<file path="config.mk">
export PLATFORM = sky130hd
export DESIGN_NAME = actuator_reply_frame_receiver
export DESIGN_NICKNAME = d
export VERILOG_FILES = /design/src/hdl/arfr_pkg.sv /design/src/hdl/actuator_reply_frame_receiver.sv /design/src/hdl/arfr_watchdog.sv /design/src/hdl/arfr_core.sv
export SDC_FILE = /design/constraint.sdc
export NUM_CORES = 1
export LEC_CHECK = 0
export BUFFER_PORTS_ARGS = -buffer_cell sky130_fd_sc_hd__buf_2
export CORE_MARGIN = 4
export CORE_UTILIZATION = 45
export DETAILED_ROUTE_END_ITERATION = 8
export PLACE_DENSITY = 0.6
export SLEW_MARGIN = 20
export SYNTH_ARGS = -nofsm -noshare
export SYNTH_HDL_FRONTEND = slang
export SYNTH_SLANG_ARGS = --single-unit
</file>
<file path="constraint.sdc">
create_clock -name clk -period 7.7 [get_ports clk]
set_clock_uncertainty 0.15 [all_clocks]
set_input_delay 0.385 -clock clk [delete_from_list [all_inputs] [get_ports clk]]
set_output_delay 0.385 -clock clk [all_outputs]
set_load 0.005 [all_outputs]
</file>
<file path="src/hdl/arfr_pkg.sv">
// Package for the actuator reply frame receiver.
// Holds the item and result structs, command, mode and reply codes, and register defaults.
// No dependencies.
package arfr_pkg;

	localparam int unsigned CNT_W = 17;
	localparam int unsigned FRAME_DEPTH = 5;
	localparam int unsigned IDX_W = $clog2(FRAME_DEPTH);

	localparam logic [1:0] CMD_BYTE    = 2'd0;
	localparam logic [1:0] CMD_TICK    = 2'd1;
	localparam logic [1:0] CMD_RESTART = 2'd2;

	localparam logic [1:0] MODE_RESETTING = 2'd0;
	localparam logic [1:0] MODE_SYNCING   = 2'd1;
	localparam logic [1:0] MODE_READING   = 2'd2;

	localparam logic [7:0] REPLY_HOME      = 8'd1;
	localparam logic [7:0] REPLY_MOVE_REL  = 8'd10;
	localparam logic [7:0] REPLY_MOVE_ABS  = 8'd20;
	localparam logic [7:0] REPLY_STOP      = 8'd23;
	localparam logic [7:0] REPLY_OUT_RANGE = 8'd255;

	localparam logic [1:0] CFG_CHANNEL_COUNT = 2'd0;
	localparam logic [1:0] CFG_POLL_TICKS    = 2'd1;
	localparam logic [1:0] CFG_TIMEOUT_TICKS = 2'd2;

	localparam logic [7:0]  CHANNEL_COUNT_RST = 8'd0;
	localparam logic [15:0] POLL_TICKS_RST    = 16'd1000;
	localparam logic [15:0] TIMEOUT_TICKS_RST = 16'd2000;

	typedef struct packed {
		logic [1:0] cmd;
		logic [7:0] rx_byte;
	} item_t;

	typedef struct packed {
		logic        report_valid;
		logic [7:0]  channel_index;
		logic signed [31:0] position;
		logic [7:0]  reply_command;
		logic        out_of_range;
		logic        bad_command;
		logic        bad_channel;
		logic        poll_request;
		logic        reset_request;
	} result_t;

	typedef struct packed {
		logic tick;
		logic clear_frame;
	} wd_ctrl_t;

	typedef struct packed {
		logic poll;
		logic expire;
	} wd_stat_t;

endpackage

</file>
<file path="src/hdl/actuator_reply_frame_receiver.sv">
// Top level of the actuator reply frame receiver.
// Holds the input register, result register and configuration registers.
// Depends on arfr_pkg, arfr_core and arfr_watchdog.
//
// Items (a received byte, a time tick or a restart) arrive on the item channel;
// results leave on the result channel; both use valid/ready transfers.
// Registers are written on the cfg channel, which is always ready: index 0 is
// the channel count, 1 the poll interval and 2 the timeout, both in ticks.
// An accepted item is held in the input register, then processed into the result
// register. One item per cycle is sustained while the result register is free or
// its result is taken; only bytes that close a frame and ticks that request a
// poll or reset produce a result, other items leave no result.
// While the result register holds an untaken result, one more item is stored
// in the input register and the item channel then stalls until the result is
// taken. After reset the receiver ignores bytes and ticks until a restart item
// arrives; the poll counter starts saturated so the first poll is not delayed.
module actuator_reply_frame_receiver (
	input  logic              clk,
	input  logic              arst_n,
	input  logic              item_valid,
	output logic              item_ready,
	input  arfr_pkg::item_t   item_data,
	output logic              result_valid,
	input  logic              result_ready,
	output arfr_pkg::result_t result_data,
	input  logic              cfg_valid,
	output logic              cfg_ready,
	input  logic [1:0]        cfg_index,
	input  logic [15:0]       cfg_data
);
	import arfr_pkg::*;

	logic       item_valid_s1;
	item_t      item_s1;
	logic       advance;
	logic       has_result;
	result_t    result;
	wd_ctrl_t   wd_ctrl;
	wd_stat_t   wd_stat;
	logic [7:0] channel_count_q;
	logic [15:0] poll_ticks_q;
	logic [15:0] timeout_ticks_q;
	logic       result_valid_q;
	result_t    result_q;

	assign cfg_ready    = 1'b1;
	assign advance      = item_valid_s1 && (!result_valid_q || result_ready);
	assign item_ready   = !item_valid_s1 || advance;
	assign result_valid = result_valid_q;
	assign result_data  = result_q;

	always_ff @(posedge clk or negedge arst_n) begin
		if (!arst_n) begin
			channel_count_q <= CHANNEL_COUNT_RST;
			poll_ticks_q    <= POLL_TICKS_RST;
			timeout_ticks_q <= TIMEOUT_TICKS_RST;
		end else if (cfg_valid) begin
			case (cfg_index)
				CFG_CHANNEL_COUNT: channel_count_q <= cfg_data[7:0];
				CFG_POLL_TICKS:    poll_ticks_q    <= cfg_data;
				CFG_TIMEOUT_TICKS: timeout_ticks_q <= cfg_data;
				default: begin
				end
			endcase
		end
	end

	always_ff @(posedge clk or negedge arst_n) begin
		if (!arst_n) begin
			item_valid_s1 <= 1'b0;
		end else if (item_ready) begin
			item_valid_s1 <= item_valid;
		end
	end

	always_ff @(posedge clk) begin
		if (item_ready && item_valid) begin
			item_s1 <= item_data;
		end
	end

	always_ff @(posedge clk or negedge arst_n) begin
		if (!arst_n) begin
			result_valid_q <= 1'b0;
		end else if (advance && has_result) begin
			result_valid_q <= 1'b1;
		end else if (result_ready) begin
			result_valid_q <= 1'b0;
		end
	end

	always_ff @(posedge clk) begin
		if (advance && has_result) begin
			result_q <= result;
		end
	end

	arfr_core u_core (
		.clk           (clk),
		.arst_n        (arst_n),
		.en            (advance),
		.item          (item_s1),
		.channel_count (channel_count_q),
		.wd_stat       (wd_stat),
		.wd_ctrl       (wd_ctrl),
		.has_result    (has_result),
		.result        (result)
	);

	arfr_watchdog u_watchdog (
		.clk           (clk),
		.arst_n        (arst_n),
		.en            (advance),
		.ctrl          (wd_ctrl),
		.poll_ticks    (poll_ticks_q),
		.timeout_ticks (timeout_ticks_q),
		.stat          (wd_stat)
	);

endmodule

</file>
<file path="src/hdl/arfr_watchdog.sv">
// Watchdog counters of the actuator reply frame receiver.
// Tracks ticks since the last frame start and since the last poll.
// Depends on arfr_pkg.
module arfr_watchdog (
	input  logic               clk,
	input  logic               arst_n,
	input  logic               en,
	input  arfr_pkg::wd_ctrl_t ctrl,
	input  logic [15:0]        poll_ticks,
	input  logic [15:0]        timeout_ticks,
	output arfr_pkg::wd_stat_t stat
);
	import arfr_pkg::*;

	localparam logic [CNT_W-1:0] CNT_MAX = '1;

	logic [CNT_W-1:0] since_frame_q;
	logic [CNT_W-1:0] since_poll_q;
	logic [CNT_W-1:0] since_frame_inc;
	logic [CNT_W-1:0] since_poll_inc;
	logic             past_poll;
	logic             poll_due;

	assign since_frame_inc = (since_frame_q == CNT_MAX) ? CNT_MAX : since_frame_q + 1'b1;
	assign since_poll_inc  = (since_poll_q == CNT_MAX) ? CNT_MAX : since_poll_q + 1'b1;

	assign past_poll   = since_frame_inc > {1'b0, poll_ticks};
	assign poll_due    = since_poll_inc > {1'b0, timeout_ticks};
	assign stat.poll   = past_poll && poll_due;
	assign stat.expire = !(past_poll && !poll_due) && (since_frame_inc > {1'b0, timeout_ticks});

	always_ff @(posedge clk or negedge arst_n) begin
		if (!arst_n) begin
			since_frame_q <= '0;
			since_poll_q  <= CNT_MAX;
		end else if (en) begin
			if (ctrl.clear_frame) begin
				since_frame_q <= '0;
			end else if (ctrl.tick) begin
				since_frame_q <= since_frame_inc;
			end
			if (ctrl.tick) begin
				since_poll_q <= stat.poll ? '0 : since_poll_inc;
			end
		end
	end

endmodule

</file>
<file path="src/hdl/arfr_core.sv">
// Frame assembly, reply decoding and mode control of the actuator reply frame receiver.
// Processes one registered item per enabled cycle and forms its result.
// Depends on arfr_pkg.
module arfr_core (
	input  logic               clk,
	input  logic               arst_n,
	input  logic               en,
	input  arfr_pkg::item_t    item,
	input  logic [7:0]         channel_count,
	input  arfr_pkg::wd_stat_t wd_stat,
	output arfr_pkg::wd_ctrl_t wd_ctrl,
	output logic               has_result,
	output arfr_pkg::result_t  result
);
	import arfr_pkg::*;

	logic [1:0]       mode_q;
	logic [1:0]       mode_d;
	logic [2:0]       count_q;
	logic [2:0]       count_d;
	logic [7:0]       frame_q [FRAME_DEPTH];
	logic             wr_en;
	logic [IDX_W-1:0] wr_idx;
	logic             active;
	logic [7:0]       code;
	logic [7:0]       chan;
	logic             code_ok;

	assign active  = (mode_q == MODE_SYNCING) || (mode_q == MODE_READING);
	assign code    = frame_q[1];
	assign chan    = frame_q[0] - 8'd1;
	assign code_ok = (code == REPLY_HOME) || (code == REPLY_MOVE_REL) ||
		(code == REPLY_MOVE_ABS) || (code == REPLY_STOP) || (code == REPLY_OUT_RANGE);

	always_comb begin
		mode_d     = mode_q;
		count_d    = count_q;
		wr_en      = 1'b0;
		wr_idx     = count_q[IDX_W-1:0];
		wd_ctrl    = '0;
		has_result = 1'b0;
		result     = '0;
		case (item.cmd)
			CMD_RESTART: begin
				mode_d              = MODE_SYNCING;
				count_d             = '0;
				wd_ctrl.clear_frame = 1'b1;
			end
			CMD_BYTE: begin
				if (mode_q == MODE_SYNCING) begin
					wr_en               = 1'b1;
					wr_idx              = '0;
					count_d             = 3'd1;
					wd_ctrl.clear_frame = 1'b1;
					mode_d              = MODE_READING;
				end else if (mode_q == MODE_READING) begin
					if (count_q >= 3'(FRAME_DEPTH)) begin
						count_d              = '0;
						has_result           = 1'b1;
						result.channel_index = chan;
						result.position      = {item.rx_byte, frame_q[4], frame_q[3], frame_q[2]};
						result.reply_command = code;
						if (!code_ok) begin
							result.bad_command = 1'b1;
							mode_d             = MODE_SYNCING;
						end else begin
							result.out_of_range = (code == REPLY_OUT_RANGE);
							if (chan >= channel_count) begin
								result.bad_channel = 1'b1;
								mode_d             = MODE_RESETTING;
							end else begin
								result.report_valid = 1'b1;
								mode_d              = MODE_SYNCING;
							end
						end
					end else begin
						wr_en   = 1'b1;
						count_d = count_q + 3'd1;
					end
				end
			end
			CMD_TICK: begin
				if (active) begin
					wd_ctrl.tick         = 1'b1;
					has_result           = wd_stat.poll || wd_stat.expire;
					result.poll_request  = wd_stat.poll;
					result.reset_request = wd_stat.expire;
					if (wd_stat.expire) begin
						mode_d = MODE_RESETTING;
					end
				end
			end
			default: begin
			end
		endcase
	end

	always_ff @(posedge clk or negedge arst_n) begin
		if (!arst_n) begin
			mode_q  <= MODE_RESETTING;
			count_q <= '0;
		end else if (en) begin
			mode_q  <= mode_d;
			count_q <= count_d;
		end
	end

	always_ff @(posedge clk) begin
		if (en && wr_en) begin
			frame_q[wr_idx] <= item.rx_byte;
		end
	end

endmodule

</file>
=== Yosys cells after proc, flatten, opt, wreduce, memory -nomap -nowiden ===
Memory sizes are Yosys's and may differ from the RTL's. A register that Yosys moved wholly into a read port is not among the register bits.
Cells that the tools add are included.

* Register bits after elaboration: 145
* Memory bits (writable): 40
* Input bits: 33
* Output and inout port bits: 57
* Word-level logic and storage cells: 125
* Memories kept: 1

{| class="wikitable"
|+ Memory list
! memory !! depth !! width !! read ports !! clocked after Yosys merged registers in !! wr ports !! RTL line !! source
|-
| u_core.frame_q || 5 || 8 || 5 || 3 || 1 || arfr_core.sv:21 || <nowiki>logic [7:0] frame_q [FRAME_DEPTH];</nowiki>
|}

* $add $sub $neg: 4
* Order comparisons: 5
* Eq/ne operators: 17
* Muxes and demuxes: 39
* Bitwise gates (word level): 4
* Reductions and logical operators: 35

{| class="wikitable"
|+ Operator list
! kind !! count
|-
| $mux 17 || 5
|-
| $gt 17x16->1 || 3
|-
| $add 17x1->17 const B || 2
|-
| $eq 17x17->1 const B || 2
|-
| $mux 1 || 19
|-
| $eq 8x5->1 const B || 2
|-
| $mux 3 || 5
|-
| $mux 2 || 6
|-
| $reduce_and 2->1 || 6
|-
| $eq 8x1->1 const B || 1
|-
| $eq 8x4->1 const B || 1
|-
| $eq 8x8->1 const B || 1
|-
| $ge 8x8->1 || 1
|-
| $logic_or 1x1->1 || 8
|-
| $sub 8x1->8 const B || 1
|-
| $logic_and 1x1->1 || 7
|-
| $eq 2x1->1 const B || 3
|-
| $eq 2x2->1 const B || 3
|-
| $ne 3x1->1 const B || 2
|-
| $pmux 2 s3 || 1
|-
| $pmux 3 s2 || 1
|-
| $reduce_and 6->1 || 1
|-
| $reduce_bool 2->1 || 3
|-
| $reduce_or 5->1 || 1
|-
| 10 further kinds || 19
|}

=== Depth between registers and ports, before layout ===
* Depth after elaboration: 12
* Depth in mapped cells: 17
* Depth with buffers taken out: 16

=== By module ===
Synthesis repeated with hierarchy kept, for this count alone.

* Cells, all modules: 817
* Area, all modules: 9,432.8 µm²

{| class="wikitable"
|+ By module, submodules not included
! module !! times used !! cells each !! area an instance (µm²) !! sequential area each (µm²)
|-
| actuator_reply_frame_receiver || 1 || 161 || 3,569.7 || 2,987.9
|-
| arfr_watchdog || 1 || 442 || 3,430.8 || 872.1
|-
| arfr_core || 1 || 214 || 2,432.3 || 1,326.3
|}

=== Worst setup path before layout ===
OpenSTA, ideal clock, no wires.

* Kind: register -> register
* Start: register u_watchdog.since_frame_q[0]
* End: register result_q, in the netlist result_data[0], enable pin
* Library setup time: 0.924 ns
* Arrival: 4.843 ns
* Required time: 6.626 ns
* Slack: 1.782 ns
* Stages on the path, launching flop included: 18
* Buffers on the path: 2
* Clock period less this slack: 5.918 ns
* Cells stage by stage: dfrtp_1 > ha_1 > nand3_2 > or3_1 > buf_6 > nor2_1 > nand2_1 > clkbuf_1 > nand2_1 > ha_1 > a211o_1 > o211ai_1 > a21oi_1 > or3_1 > o21ai_0 > mux2i_1 > nand2_1 > o21ai_0

* Word-level cells in the longest chain between the ends: 10
* Elaborated cells on any way between the ends: 13
* Those cells by class: add/sub: 1; order compare: 2; eq/ne: 1; mux: 3; reduce/logical: 6

{| class="wikitable"
|+ RTL lines
! what !! RTL line !! source
|-
| start, declared || arfr_watchdog.sv:17 || <nowiki>logic [CNT_W-1:0] since_frame_q;</nowiki>
|-
| start signal, assigned || arfr_watchdog.sv:40 || <nowiki>since_frame_q <= since_frame_inc;</nowiki>
|-
| $add 17x1->17 or $eq 17x17->1 (tied branches) || arfr_watchdog.sv:24 || <nowiki>assign since_frame_inc = (since_frame_q == CNT_MAX) ? CNT_MAX : since_frame_q + 1'b1;</nowiki>
|-
| $mux 17 * || arfr_watchdog.sv:24 ||
|-
| $gt 17x16->1 || arfr_watchdog.sv:27 || <nowiki>assign past_poll = since_frame_inc > {1'b0, poll_ticks};</nowiki>
|-
| $logic_and 1x1->1 || arfr_watchdog.sv:30 || <nowiki>assign stat.expire = !(past_poll && !poll_due) && (since_frame_inc > {1'b0, timeout_ticks});</nowiki>
|-
| $logic_not 1->1 || arfr_watchdog.sv:30 ||
|-
| $logic_and 1x1->1 || arfr_watchdog.sv:30 ||
|-
| $logic_or 1x1->1 * || arfr_core.sv:85 || <nowiki>has_result = wd_stat.poll || wd_stat.expire;</nowiki>
|-
| $mux 1 * || arfr_core.sv:83 || <nowiki>if (active) begin</nowiki>
|-
| $pmux 1 s2 * || arfr_core.sv:43 || <nowiki>case (item.cmd)</nowiki>
|-
| $logic_and 1x1->1 * || actuator_reply_frame_receiver.sv:93 || <nowiki>if (advance && has_result) begin</nowiki>
|-
| end signal, assigned || actuator_reply_frame_receiver.sv:94 || <nowiki>result_q <= result;</nowiki>
|-
| end, declared || actuator_reply_frame_receiver.sv:44 || <nowiki>result_t result_q;</nowiki>
|}

Every way passes the cells marked *; elsewhere a longest branch is shown, timed or not.
A chain may end at the register's enable or synchronous reset.

=== Worst setup path in the final report ===
* Start: register u_watchdog.since_frame_q[0]
* End: register result_q, in the netlist result_data[42], enable pin

Same word-level chain as after synthesis.

==> flow_metrics.py <==
metrics = {
    "floorplan": {
        "initial_core_util_pct": 46.20,
        "core.rowCount": 51,
        "die_area_um2": 22520,
        "ios": 90,
        "die_width_um": 150.1,
        "die_h_um": 150.1,
        "core_um2": 19650,
    },
    "global_routing": {
        "overflow": 0,
        "grt_max_degree": 82,
        "antenna_found_initial": 0,
        "grt_pass1_vias": 6131,
        "grt_usage_pct": 18.40,
        "grt_pass1_wl_um": 32120,
    },
    "job": {
        "cap_violations": 0,
    },
    "placement": {
        "routabilityCongestion": 0.8402,
        "io_buffers": 88,
        "numPlacedInstances": 1118,
        "dp_hpwl_um": 14330,
    },
    "hold_path": {
        "hold_class": "input pin to flip-flop",
        "hp-start": "cfg_data[14]",
    },
    "power_and_ir_drop": {
        "internal_power_mw": 1.688,
        "swShare_pct": 27.41,
        "vdd_drop_max_v": 0.0001543,
        "p_comb_share_pct": 13.3,
        "clockPowerShare_pct": 36.3,
        "power_frac_seq_pct": 50.3,
        "power.density_nw_per_um2": 221.4,
        "switchingPower_mw": 0.6374,
        "fin_total_pwr_mw": 2.326,
        "p_leak_nw": 4.732,
    },
    "route": {
        "vias": 6082,
        "drtPass1Iterations": 5,
        "drtAntennaViolNets": 0,
        "drt_wl_total_um": 19700,
        "drtIter0Drc": 369,
        "wl_per_cell_um": 16.97,
        "avgViaCountPerCell": 5.239,
        "drc": 0,
    },
    "synthesis": {
        "avgSynthCellArea_um2": 11.64,
        "netlist_area_um2": 9080,
        "synth-edff-count": 104,
        "synth_cell_type_count": 62,
        "ys_seq_area_share_pct": 57.12,
        "post-synth-top-area-fraction_pct": 34.39,
        "synth_flop_cell": "edfxtp_1",
        "synthTopCellsByArea": "edfxtp_1 34%, dfrtp_1 14%, ha_1 8.7%",
        "async_flop_share_pct": 43.78,
        "synth_area_leader_cell": "edfxtp_1",
        "synthCells": 780,
        "yosysWarningCount": 0,
        "syn_nets": 876,
        "synth_seq_cells": 185,
    },
    "sta": {
        "tightest_slew_ns": 1.024,
        "rsz0062_at_grt": "no",
        "hold_violations": 0,
        "hold_ws_ns": 0.04111,
        "finalSetupViolCount": 0,
        "maxSlewHeadroom_pct": 31.51,
        "post-route-min-period_ns": 5.104,
        "max_freq_ghz": 0.1959,
        "slew_violations": 0,
        "tns_ns": 0,
        "finalCritPeriodShare_pct": 66.29,
    },
    "clock_tree": {
        "clk_pin_slew_ns": 0.07,
        "clock_sinks": 185,
        "clk_latency_ns": 0.44,
        "htreeDepth": 4,
        "numCtsBuffers": 17,
        "ctsResizeCount": 0,
        "clockBufferDepth": 2,
        "root_buffer": "clkbuf_16",
        "cts_tree": "built",
    },
    "final_layout": {
        "fin_nets": 980,
        "fin_cells": 1161,
        "area_growth_pct": 15.70,
        "diodes": 0,
        "drive_gt1_share_pct": 22.32,
        "fill_cells": 1726,
    },
    "setup_path": {
        "cp-startpoint": "u_watchdog.since_frame_q[0]",
        "crit_type": "flip-flop to flip-flop",
        "cp_max_fo": 54,
        "r2r_start": "u_watchdog.since_frame_q[0]",
        "arrival_ns": 5.02,
        "cp-end-kind": "flip-flop",
        "startpoint_type": "flip-flop",
        "critical_path_required_ns": 7.62,
    },
    "status": {
        "outcome": "completed",
    },
}
synth_stat cells (3+ instances only):
library cell  instances
a211oi_1              3
a21o_1                4
a21oi_1              23
a22o_1               12
a31oi_1               3
and2_1               52
and3_1               10
and4_1                4
clkbuf_1             16
dfrtp_1              52
dfstp_2              29
edfxtp_1            104
ha_1                 63
inv_1                49
mux2_2               34
nand2_1             105
nand2b_1              7
nand3_1              18
nand3b_1              3
nand4_1              11
nor2_1               40
nor2b_1               5
nor3_1                6
nor4_1                3
o211ai_1              4
o21a_1                3
o21ai_0              40
o31ai_1               5
or3_1                 4
xnor2_1              19
xor2_1               11
cells by family after synthesis:
kind of cell    Yosys count  share of synthesized area [%]
flops                   185                          57.12
buf+inv                  69                          3.073
fa+ha+maj                63                          8.681
other cells               1                        0.04130
mux                      36                          4.437
simple gates            279                          15.35
xor+xnor                 30                          2.894
compound gates          117                          8.406
per-layer routing:
| layer | global-route usage [%] | up-vias | routed length (µm) |
|---|---|---|---|
| met5 | 0 | - | 0 |
| met4 | 4.895 | 0 | 286 |
| met3 | 4.088 | 21 | 875 |
| met2 | 28.34 | 131 | 9170 |
| met1 | 26.46 | 2942 | 9371 |
| li1 | - | 2988 | - |
final timing paths:
path / end / slack (ns) / cells after the start
setup / recovery: result_data[42] / 2.60 / 16
max in group asynchronous: u_core.count_q[2] / 6.49 / 2
min in group asynchronous: timeout_ticks_q[13] / 0.41 / 2
setup reg to reg: result_data[42] / 2.60 / 16
hold reg to reg: u_watchdog.since_poll_q[15] / 0.33 / 2
hold / removal: timeout_ticks_q[14] / 0.04 / 2
layout make-up:
type | instances | area (µm²) | area share, %
flip-flops and latches | 185 | 5186 | 49.37
multi-input cells | 526 | 3628 | 34.54
repair buffers | 105 | 604.3 | 5.753
clock buffers | 17 | 425.4 | 4.050
well taps | 265 | 331.6 | 3.156
inverters | 49 | 183.9 | 1.751
clock inverters | 14 | 145.1 | 1.382
power by group through the flow:
stage                     clock, mW  combinational, mW  sequential (mW)
after detailed placement          0              0.304             1.19
after floorplan                   0              0.219             1.17
final                         0.845              0.310             1.17
after global routing          0.914              0.360             1.18
after global placement            0              0.294             1.19
after CTS                     0.865              0.311             1.17
worst max-delay path, cell delays in order (launching register included):
cell,delay [ns]
dfrtp_1,0.41
ha_1,0.22
nand3_2,0.15
or3_1,0.51
nor2_1,0.14
nand2_1,0.37
nand2_1,0.27
ha_1,0.28
a211o_1,0.27
o211ai_1,0.09
a21oi_1,0.08
or3_1,0.32
o21ai_0,0.35
mux2i_1,0.28
nand2_1,0.15
o21ai_4,0.09
buf_4,0.57
what timing repair did:
action | CTS | global route
hold endpoints to repair | 11 | 52
setup buffers | 0 | 0
hold buffers | 11 | 1
per-stage QoR:
step	instance area, µm²	setup WS [ns]	util [%]
floorplan	9080	1.782	-
global placement	9811	2.802	49.92
detailed placement	9811	2.623	49.92
CTS	10490	2.596	53.38
global route	10510	2.276	53.45
finish	10510	2.596	53.45
flip-flops by register name, indices dropped and copies added, names as in the netlist:
register                  cells
u_core.frame_q               40
result_valid                  1
item_s1                      10
item_valid_s1                 1
u_core.count_q                3
channel_count_q               8
u_core.mode_q                 2
poll_ticks_q                 16
u_watchdog.since_poll_q      17
result_data                  54
timeout_ticks_q              16
u_watchdog.since_frame_q     17
cell usage in the layout (no fill, tap or decap), types with 5 or more instances in the layout:
cell type      synthesis  layout
buf_4                  1       5
xnor2_1               19      19
edfxtp_1             104     104
nand2b_1               7       7
buf_2                  1      87
nand3_1               18      18
inv_8                  0       7
dfrtp_1               52      52
inv_1                 49      49
and2_1                52      52
dlygate4sd3_1          0      12
o21ai_0               40      39
nor3_1                 6       6
and3_1                10      10
nand4_1               11      11
o31ai_1                5       5
nor2b_1                5       5
xor2_1                11      11
a22o_1                12      12
ha_1                  63      63
dfstp_2               29      29
clkbuf_16              0      17
mux2_2                34      34
a21oi_1               23      23
nor2_1                40      39
nand2_1              105     105
No activity file was read; power rests on OpenSTA's default activity.
